--- config.mk ---
export PLATFORM = sky130hd
export DESIGN_NAME = interrupt_priority_controller_unit
export DESIGN_NICKNAME = d
export VERILOG_FILES = /design/src/rtl/ipc_pkg.sv /design/src/rtl/ipc_cell.sv /design/src/rtl/interrupt_priority_controller_unit.sv
export SDC_FILE = /design/constraint.sdc
export NUM_CORES = 2
export LEC_CHECK = 0
export ABC_AREA = 1
export BUFFER_PORTS_ARGS = -buffer_cell sky130_fd_sc_hd__buf_4
export CORE_UTILIZATION = 29
export CTS_CLUSTER_SIZE = 10
export DETAILED_ROUTE_END_ITERATION = 8
export SYNTH_ARGS = -nofsm -noshare
export SYNTH_HDL_FRONTEND = slang
export SYNTH_SLANG_ARGS = --single-unit
export TNS_END_PERCENT = 1
--- constraint.sdc ---
create_clock -name clk -period 5.2 [get_ports clk]
set_input_delay 0.26 -clock clk [delete_from_list [all_inputs] [get_ports clk]]
set_output_delay 0.26 -clock clk [all_outputs]
set_load 0.02 [all_outputs]
--- src/rtl/ipc_pkg.sv ---
`timescale 1ns / 1ps
// ----------------------------------------------------------------------------
// ipc_pkg: shared types and constants of the interrupt priority controller
// Holds the line count, action codes, transaction structs and the types
// that pass between the line cells and the control logic.
// ----------------------------------------------------------------------------
package ipc_pkg;

  localparam int NUM_LINES = 32;
  localparam int IDX_W     = (NUM_LINES > 1) ? $clog2(NUM_LINES) : 1;

  // Priority carried by the empty candidate while no line has been found yet.
  localparam logic [7:0] PRIO_NONE = 8'hFF;

  localparam logic [3:0] ACT_ENABLE     = 4'd0;
  localparam logic [3:0] ACT_DISABLE    = 4'd1;
  localparam logic [3:0] ACT_QUERY_EN   = 4'd2;
  localparam logic [3:0] ACT_SET_PEND   = 4'd3;
  localparam logic [3:0] ACT_CLR_PEND   = 4'd4;
  localparam logic [3:0] ACT_QUERY_PEND = 4'd5;
  localparam logic [3:0] ACT_SET_PRIO   = 4'd6;
  localparam logic [3:0] ACT_GET_PRIO   = 4'd7;
  localparam logic [3:0] ACT_SELECT     = 4'd8;
  localparam logic [3:0] ACT_CLEAR_ALL  = 4'd9;

  typedef struct packed {
    logic [3:0] action;
    logic [7:0] irq;
    logic [7:0] new_priority;
  } req_t;

  typedef struct packed {
    logic       status;
    logic       flag;
    logic [7:0] priority_out;
    logic       selected_valid;
    logic [7:0] selected_irq;
  } rsp_t;

  // Best line found so far, handed from cell to cell during a scan.
  typedef struct packed {
    logic       found;
    logic [7:0] prio;
    logic [7:0] line;
  } cand_t;

  // Write command broadcast to all cells; the addressed cell applies the writes, every cell applies clear_all.
  typedef struct packed {
    logic       en_we;
    logic       en_val;
    logic       pend_we;
    logic       pend_val;
    logic       prio_we;
    logic [7:0] prio_val;
    logic       clear_all;
  } cell_cmd_t;

  typedef enum logic [1:0] {
    ST_IDLE,
    ST_SCAN,
    ST_DONE
  } state_t;

endpackage

--- src/rtl/ipc_cell.sv ---
`timescale 1ns / 1ps
// ----------------------------------------------------------------------------
// ipc_cell: state of one interrupt line
// Holds the enable bit, pending bit and priority of one line, and passes the
// best candidate seen so far on to the next cell every cycle.
// ----------------------------------------------------------------------------
module ipc_cell (
  input  logic               clk,
  input  logic               rst,
  input  ipc_pkg::cell_cmd_t cmd,
  input  logic               sel,
  input  logic [7:0]         line_id,
  input  ipc_pkg::cand_t     cand_in,
  output ipc_pkg::cand_t     cand_out,
  output logic               enable,
  output logic               pending,
  output logic [7:0]         priority_level
);

  logic take;

  // A qualifying line replaces the candidate only when strictly more urgent,
  // so on a tie the earlier (lower numbered) line keeps its place.
  assign take = enable && pending &&
                (!cand_in.found || (priority_level < cand_in.prio));

  always_ff @(posedge clk) begin
    if (rst || cmd.clear_all) begin
      enable         <= 1'b0;
      pending        <= 1'b0;
      priority_level <= '0;
    end else if (sel) begin
      if (cmd.en_we) begin
        enable <= cmd.en_val;
      end
      if (cmd.pend_we) begin
        pending <= cmd.pend_val;
      end
      if (cmd.prio_we) begin
        priority_level <= cmd.prio_val;
      end
    end
  end

  always_ff @(posedge clk) begin
    if (take) begin
      cand_out.found <= 1'b1;
      cand_out.prio  <= priority_level;
      cand_out.line  <= line_id;
    end else begin
      cand_out <= cand_in;
    end
  end

endmodule

--- src/rtl/interrupt_priority_controller_unit.sv ---
`timescale 1ns / 1ps
// ----------------------------------------------------------------------------
// interrupt_priority_controller_unit: per-line interrupt state and selection
// Request channel takes one action per transaction; response channel returns
// exactly one result transaction for each request.
// ----------------------------------------------------------------------------
// Usage:
//   A request transaction (req, req_valid/req_stall) carries an action, a line
//   number and a priority. Every request yields one response transaction on
//   rsp (rsp_valid/rsp_stall), in request order.
//   Per-line actions, clear all and unused codes complete at the accepting
//   edge: the response is valid in the next cycle, and a new request can be
//   accepted every cycle as long as the response register drains.
//   Select next runs a candidate down the row of line cells, one cell per
//   cycle. It occupies the block from acceptance through the scan state and
//   the done state, which waits for the response register; req_stall is high during that time.
//   The response register frees itself when the receiver takes it, so a
//   request is taken in the same cycle the previous response leaves.
//   While the receiver stalls with a response waiting, new requests are held
//   off and a finished scan waits in its final state.
//   Reset (rst, synchronous) clears every enable, pending and priority value
//   and empties the response register.
// ----------------------------------------------------------------------------
module interrupt_priority_controller_unit (
  input  logic          clk,
  input  logic          rst,
  input  logic          req_valid,
  output logic          req_stall,
  input  ipc_pkg::req_t req,
  output logic          rsp_valid,
  input  logic          rsp_stall,
  output ipc_pkg::rsp_t rsp
);

  ipc_pkg::state_t  state;
  ipc_pkg::state_t  state_next;
  logic [ipc_pkg::IDX_W-1:0] cnt;

  logic             out_free;
  logic             idle_ready;
  logic             load_scan;
  logic             accept;
  logic             is_select;
  logic             in_range;
  ipc_pkg::cell_cmd_t cmd;
  ipc_pkg::rsp_t    rsp_single;

  logic [ipc_pkg::NUM_LINES-1:0] sel;
  logic [ipc_pkg::NUM_LINES-1:0] en_vec;
  logic [ipc_pkg::NUM_LINES-1:0] pend_vec;
  logic [7:0]                    prio_vec [ipc_pkg::NUM_LINES];
  ipc_pkg::cand_t                cand [ipc_pkg::NUM_LINES+1];

  logic       sel_en;
  logic       sel_pend;
  logic [7:0] sel_prio;

  // The response register can take a new result when it is empty or when
  // its current transaction leaves in this cycle.
  assign out_free  = !rsp_valid || !rsp_stall;
  assign req_stall = !idle_ready;
  assign accept    = req_valid && idle_ready;
  assign is_select = (req.action == ipc_pkg::ACT_SELECT);
  assign in_range  = (req.irq < 8'(ipc_pkg::NUM_LINES));

  // ---------------------------------------------------------------- control
  always_comb begin
    state_next = state;
    unique case (state)
      ipc_pkg::ST_IDLE: begin
        if (accept && is_select) begin
          state_next = ipc_pkg::ST_SCAN;
        end
      end
      ipc_pkg::ST_SCAN: begin
        if (cnt == ipc_pkg::IDX_W'(ipc_pkg::NUM_LINES - 1)) begin
          state_next = ipc_pkg::ST_DONE;
        end
      end
      ipc_pkg::ST_DONE: begin
        if (out_free) begin
          state_next = ipc_pkg::ST_IDLE;
        end
      end
      default: state_next = ipc_pkg::ST_IDLE;
    endcase
  end

  always_comb begin
    idle_ready = 1'b0;
    load_scan  = 1'b0;
    unique case (state)
      ipc_pkg::ST_IDLE: idle_ready = out_free;
      ipc_pkg::ST_SCAN: ;
      ipc_pkg::ST_DONE: load_scan  = out_free;
      default: ;
    endcase
  end

  always_ff @(posedge clk) begin
    if (rst) begin
      state <= ipc_pkg::ST_IDLE;
      cnt   <= '0;
    end else begin
      state <= state_next;
      if (state == ipc_pkg::ST_SCAN) begin
        cnt <= cnt + 1'b1;
      end else begin
        cnt <= '0;
      end
    end
  end

  // ------------------------------------------------------- cell write command
  always_comb begin
    cmd = '0;
    cmd.prio_val = req.new_priority;
    if (accept) begin
      unique case (req.action)
        ipc_pkg::ACT_ENABLE: begin
          cmd.en_we  = in_range;
          cmd.en_val = 1'b1;
        end
        ipc_pkg::ACT_DISABLE: begin
          cmd.en_we  = in_range;
          cmd.en_val = 1'b0;
        end
        ipc_pkg::ACT_SET_PEND: begin
          cmd.pend_we  = in_range;
          cmd.pend_val = 1'b1;
        end
        ipc_pkg::ACT_CLR_PEND: begin
          cmd.pend_we  = in_range;
          cmd.pend_val = 1'b0;
        end
        ipc_pkg::ACT_SET_PRIO: cmd.prio_we   = in_range;
        ipc_pkg::ACT_CLEAR_ALL: cmd.clear_all = 1'b1;
        default: ;
      endcase
    end
  end

  // --------------------------------------------------------- row of cells
  // Cell 0 starts each cycle with an empty candidate; the last cell's output
  // holds the winner by the time the control reaches the done state.
  assign cand[0] = '{found: 1'b0, prio: ipc_pkg::PRIO_NONE, line: 8'd0};

  for (genvar i = 0; i < ipc_pkg::NUM_LINES; i++) begin : g_line
    assign sel[i] = in_range && (req.irq == 8'(i));

    ipc_cell u_cell (
      .clk            (clk),
      .rst            (rst),
      .cmd            (cmd),
      .sel            (sel[i]),
      .line_id        (8'(i)),
      .cand_in        (cand[i]),
      .cand_out       (cand[i+1]),
      .enable         (en_vec[i]),
      .pending        (pend_vec[i]),
      .priority_level (prio_vec[i])
    );
  end

  // Readback of the addressed line; at most one select bit is set.
  always_comb begin
    sel_en   = 1'b0;
    sel_pend = 1'b0;
    sel_prio = '0;
    for (int i = 0; i < ipc_pkg::NUM_LINES; i++) begin
      sel_en   = sel_en   | (sel[i] & en_vec[i]);
      sel_pend = sel_pend | (sel[i] & pend_vec[i]);
      sel_prio = sel_prio | ({8{sel[i]}} & prio_vec[i]);
    end
  end

  // Result of every action other than select next.
  always_comb begin
    rsp_single = '0;
    unique case (req.action)
      ipc_pkg::ACT_ENABLE, ipc_pkg::ACT_DISABLE, ipc_pkg::ACT_SET_PEND,
      ipc_pkg::ACT_CLR_PEND, ipc_pkg::ACT_SET_PRIO: begin
        rsp_single.status = !in_range;
      end
      ipc_pkg::ACT_QUERY_EN: begin
        rsp_single.status = !in_range;
        rsp_single.flag   = sel_en;
      end
      ipc_pkg::ACT_QUERY_PEND: begin
        rsp_single.status = !in_range;
        rsp_single.flag   = sel_pend;
      end
      ipc_pkg::ACT_GET_PRIO: begin
        rsp_single.status       = !in_range;
        rsp_single.priority_out = sel_prio;
      end
      default: ;
    endcase
  end

  // ------------------------------------------------------ response register
  always_ff @(posedge clk) begin
    if (rst) begin
      rsp_valid <= 1'b0;
    end else if ((accept && !is_select) || load_scan) begin
      rsp_valid <= 1'b1;
    end else if (!rsp_stall) begin
      rsp_valid <= 1'b0;
    end
  end

  always_ff @(posedge clk) begin
    if (load_scan) begin
      rsp <= '{status:         1'b0,
               flag:           1'b0,
               priority_out:   8'd0,
               selected_valid: cand[ipc_pkg::NUM_LINES].found,
               selected_irq:   cand[ipc_pkg::NUM_LINES].found ?
                               cand[ipc_pkg::NUM_LINES].line : 8'd0};
    end else if (accept && !is_select) begin
      rsp <= rsp_single;
    end
  end

endmodule

==> metrics.json <==
{
  "drc": 0,
  "cp.depth": 8,
  "buffer_ports.inserted": 41,
  "number_of_global_route_vias_before_repair": 26900,
  "tritoncts_num_sinks": 753,
  "critical_path_required_ns": 5.71,
  "hold_path.class": "in2reg",
  "final_stage_net_count": 4641,
  "power_frac_seq_pct": 50.5,
  "critical_path.endpoint": "g_line[22].u_cell.priority_level[7]",
  "p_int_mw": 8.92,
  "synth.largest_area_cell": "dfxtp_1",
  "vias_per_cell": 4.87,
  "detail_route.wirelength_mm": 110,
  "power_frac_comb_pct": 2.0,
  "number_of_top_level_pins": 45,
  "critPathMaxStageDelay_ns": 0.48,
  "sw_frac_of_total_pct": 22.2,
  "core_area_um2": 113000,
  "synth.most_common_cell": "nand2_1",
  "final.min_clock_period_ns": 2.75,
  "grt_usage_pct": 18.7,
  "start_kind": "flip-flop",
  "syn-mean-instance-area_um2": 7.52,
  "post-cts-setup-buffer-count": 0,
  "synth_warnings": 0,
  "type_of_element_capturing_the_critical_path": "flip-flop",
  "cts.root.buffer_cell": "clkbuf_16",
  "timing.critical_path.from": "state[0]",
  "firstDrtPassIters": 6,
  "final_core_utilization_pct": 33.0,
  "die_w_um": 341,
  "worst-r2r-cell-count": 8,
  "synthesized_netlist_cell_count": 4421,
  "ys_top_cells_by_area": "dfxtp_1 45%, nand2_1 12%, ha_1 8.2%",
  "antenna_found_initial": 3,
  "die-area_um2": 116000,
  "tritoncts_clock_tree": "yes",
  "final_sum_of_negative_setup_slack_ns": 0,
  "p_clk_share_pct": 47.5,
  "route.antenna.remaining_nets": 0,
  "cts_h_tree_depth": 3,
  "vdd.ir_drop.worst_mv": 0.233,
  "post_synth_arst_share_pct": 0,
  "post-route-cell-area_um2": 37400,
  "status": "complete, no violations",
  "critPathSlowestCell": "buf_12",
  "critical_path.most_common_cell": "nand2_1",
  "critical_path_arrival_ns": 3.26,
  "worstPathBufferInverterCount": 2,
  "ff2ff_setup_slack_ns": 2.45,
  "gp_congestion": 1.02,
  "slew-limit-headroom_pct": 28.4,
  "timing.rr.start": "state[0]",
  "postSynth.topFlopCell": "dfxtp_1",
  "unrepaired_setup_endpoints_after_global_routing": "no",
  "numCtsBuffers": 87,
  "detailedRoute.firstIterationViolations": 2692,
  "worst_r2r_endpoint": "g_line[22].u_cell.priority_level[7]",
  "fill_cell_total_of_the_finished_layout": 12000,
  "grt_first_pass_wirelength_mm": 166,
  "synth_largest_type_area_fraction_pct": 45.0,
  "finish.cell_count_without_fillers": 5930,
  "slew_viol_final": 0,
  "leakage_nw": 18.4,
  "clock_insertion_delay_worst_skew_ns": 0.67,
  "ys_types": 36,
  "drive_above_1_share_pct": 4.56,
  "yosysSeqAreaShare_pct": 45.5,
  "setup-violations-final": 0,
  "critical_setup_path_kind": "reg2reg",
  "power_density_nw_per_um2": 307,
  "detailed_place_hpwl_mm": 82.1,
  "critPathTopFamily": "simple AND/OR/NAND/NOR gates",
  "timing.fmax_mhz": 364,
  "cts.reportedPaths.clkPinSlew_ns": 0.06,
  "cts-resized-gates": 0,
  "placement.cell_area_um2": 34900,
  "final-hold-violation-count": 0,
  "crit_fanout": 125,
  "net-switching-power_mw": 2.55,
  "initial_standard_cell_utilization_of_the_core_pct": 29.4,
  "slew_at_the_pin_closest_to_its_max_slew_limit_ns": 1.07,
  "detailroute.via_count": 28900,
  "maxCapViolations": 0,
  "ctsLongestPathBuffers": 3,
  "postSynthRegisterBits": 753,
  "std_cell_rows": 123,
  "synth_area_um2": 33300,
  "cp_cell_sequence": "nor2_1 > nand3_2 > inv_2 > nand2_1 > nor4_4 > buf_12 > nand2_1 > a211oi_1",
  "pin_count_of_the_biggest_net_entering_global_routing": 164,
  "die-height_um": 341,
  "clock-skew-final_ns": 0.0345,
  "grt_remaining_overflow": 0,
  "number_of_synthesized_flops_with_an_enable_pin": 6,
  "synth_top_cells_by_count": "1085 x nand2_1, 747 x dfxtp_1, 566 x inv_1",
  "place_inst": 5804,
  "wl_per_cell_um": 18.6,
  "layout_worst_path_cycle_share_pct": 52.9,
  "syn2layout_area_growth_pct": 12.3
}
[cells by family (layout without fill, tap and decap cells)]
| kind of cell | Yosys count | count (layout) | share of synthesized area (%) |
|---|---|---|---|
| compound gates | 815 | 815 | 14.3 |
| fa+ha+maj | 219 | 219 | 8.24 |
| flops | 753 | 753 | 45.5 |
| other cells | 1 | 4 | 0.0113 |
| simple gates | 1881 | 1881 | 23.2 |
| buf+inv | 752 | 758 | 8.69 |
[tightest hold or removal path: cells and delay by family]
family / cells / cell delay [ns]
buf+inv: 2 / 0.18
simple gates: 4 / 0.25
[cells in the final DEF (no fill, tap or decap), types with 2 or more instances in the layout]
cell / instances
a211oi_1: 165
a21boi_0: 39
a21oi_1: 249
buf_12: 3
buf_4: 50
clkbuf_1: 21
clkbuf_16: 87
clkbuf_8: 5
clkinv_1: 12
clkinv_8: 2
conb_1: 3
dfxtp_1: 747
dlygate4sd3_1: 5
edfxtp_1: 6
ha_1: 219
inv_1: 566
inv_2: 2
inv_6: 4
nand2_1: 1085
nand2_2: 6
nand3_1: 286
nand4_1: 17
nor2_1: 386
nor2_2: 7
nor3_1: 35
nor3b_1: 26
o211ai_1: 5
o21a_1: 32
o21ai_0: 260
o21ai_1: 10
o22ai_1: 50
or2_2: 30
[area by class of cell]
type | instances | area (µm²) | area share (%)
repair buffers | 58 | 485 | 1.30
multi-input cells | 2918 | 15300 | 40.9
well taps | 1500 | 1880 | 5.02
diodes | 1 | 2.50 | 0.00670
clock buffers | 113 | 2320 | 6.22
inverters | 580 | 2180 | 5.83
clock inverters | 7 | 87.6 | 0.234
flip-flops and latches | 753 | 15100 | 40.5
[power by group through the flow]
| stage | Combinational (mW) | Sequential (mW) | Clock (mW) |
|---|---|---|---|
| floorplan | 0.112 | 5.92 | 0 |
| global placement | 0.221 | 5.91 | 0 |
| detailed placement | 0.221 | 5.91 | 0 |
| CTS | 0.225 | 5.79 | 5.56 |
| global route | 0.240 | 5.79 | 5.78 |
| finish | 0.232 | 5.79 | 5.45 |
[sequential cells by signal, summed over array words and instances, names as in the netlist]
| name | flops |
|---|---|
| g_line.u_cell.enable | 32 |
| g_line.u_cell.cand_out | 409 |
| rsp_valid | 1 |
| cnt | 5 |
| g_line.u_cell.priority_level | 256 |
| g_line.u_cell.pending | 32 |
| rsp | 16 |
| state | 2 |
[through the flow]
stage	worst slack (ns)	hold WS, ns	power [mW]
after floorplan	3.27	0.329	6.03
after global placement	2.17	0.392	6.14
after detailed placement	2.15	0.393	6.14
after CTS	2.51	0.0359	11.6
after global routing	2.20	0.120	11.8
final	2.45	0.0690	11.5
[routing by layer]
| layer | share of wire [%] | global-route usage [%] | wire length (µm) | up-vias |
|---|---|---|---|---|
| met4 | 3.7 | 6.99 | 4050 | 2 |
| met2 | 45 | 30.0 | 49200 | 1006 |
| met5 | 0.0063 | 0 | 7 | - |
| met1 | 45 | 25.4 | 49400 | 13400 |
| li1 | - | - | - | 14300 |
| met3 | 7.0 | 2.48 | 7720 | 182 |
[worst min path at each step]
| stage | start | end | slack (ns) | depth (start not counted) |
|---|---|---|---|---|
| finish | req[16] | rsp[17] | 0.07 | 6 |
| global route | req[16] | rsp[17] | 0.12 | 6 |
| CTS | req[16] | rsp[17] | 0.04 | 6 |
| detailed placement | g_line[28].u_cell.cand_out[3] | g_line[29].u_cell.cand_out[3] | 0.39 | 2 |
| global placement | g_line[29].u_cell.cand_out[1] | g_line[30].u_cell.cand_out[1] | 0.39 | 2 |
| floorplan | rst | state[0] | 0.33 | 1 |
[timing repair]
item                                   4_1_cts  5_1_grt
setup endpoints to repair                    0        0
hold buffers                                 5        0
endpoints found under the hold margin        9        0
Power figures use the tool's default switching activity.
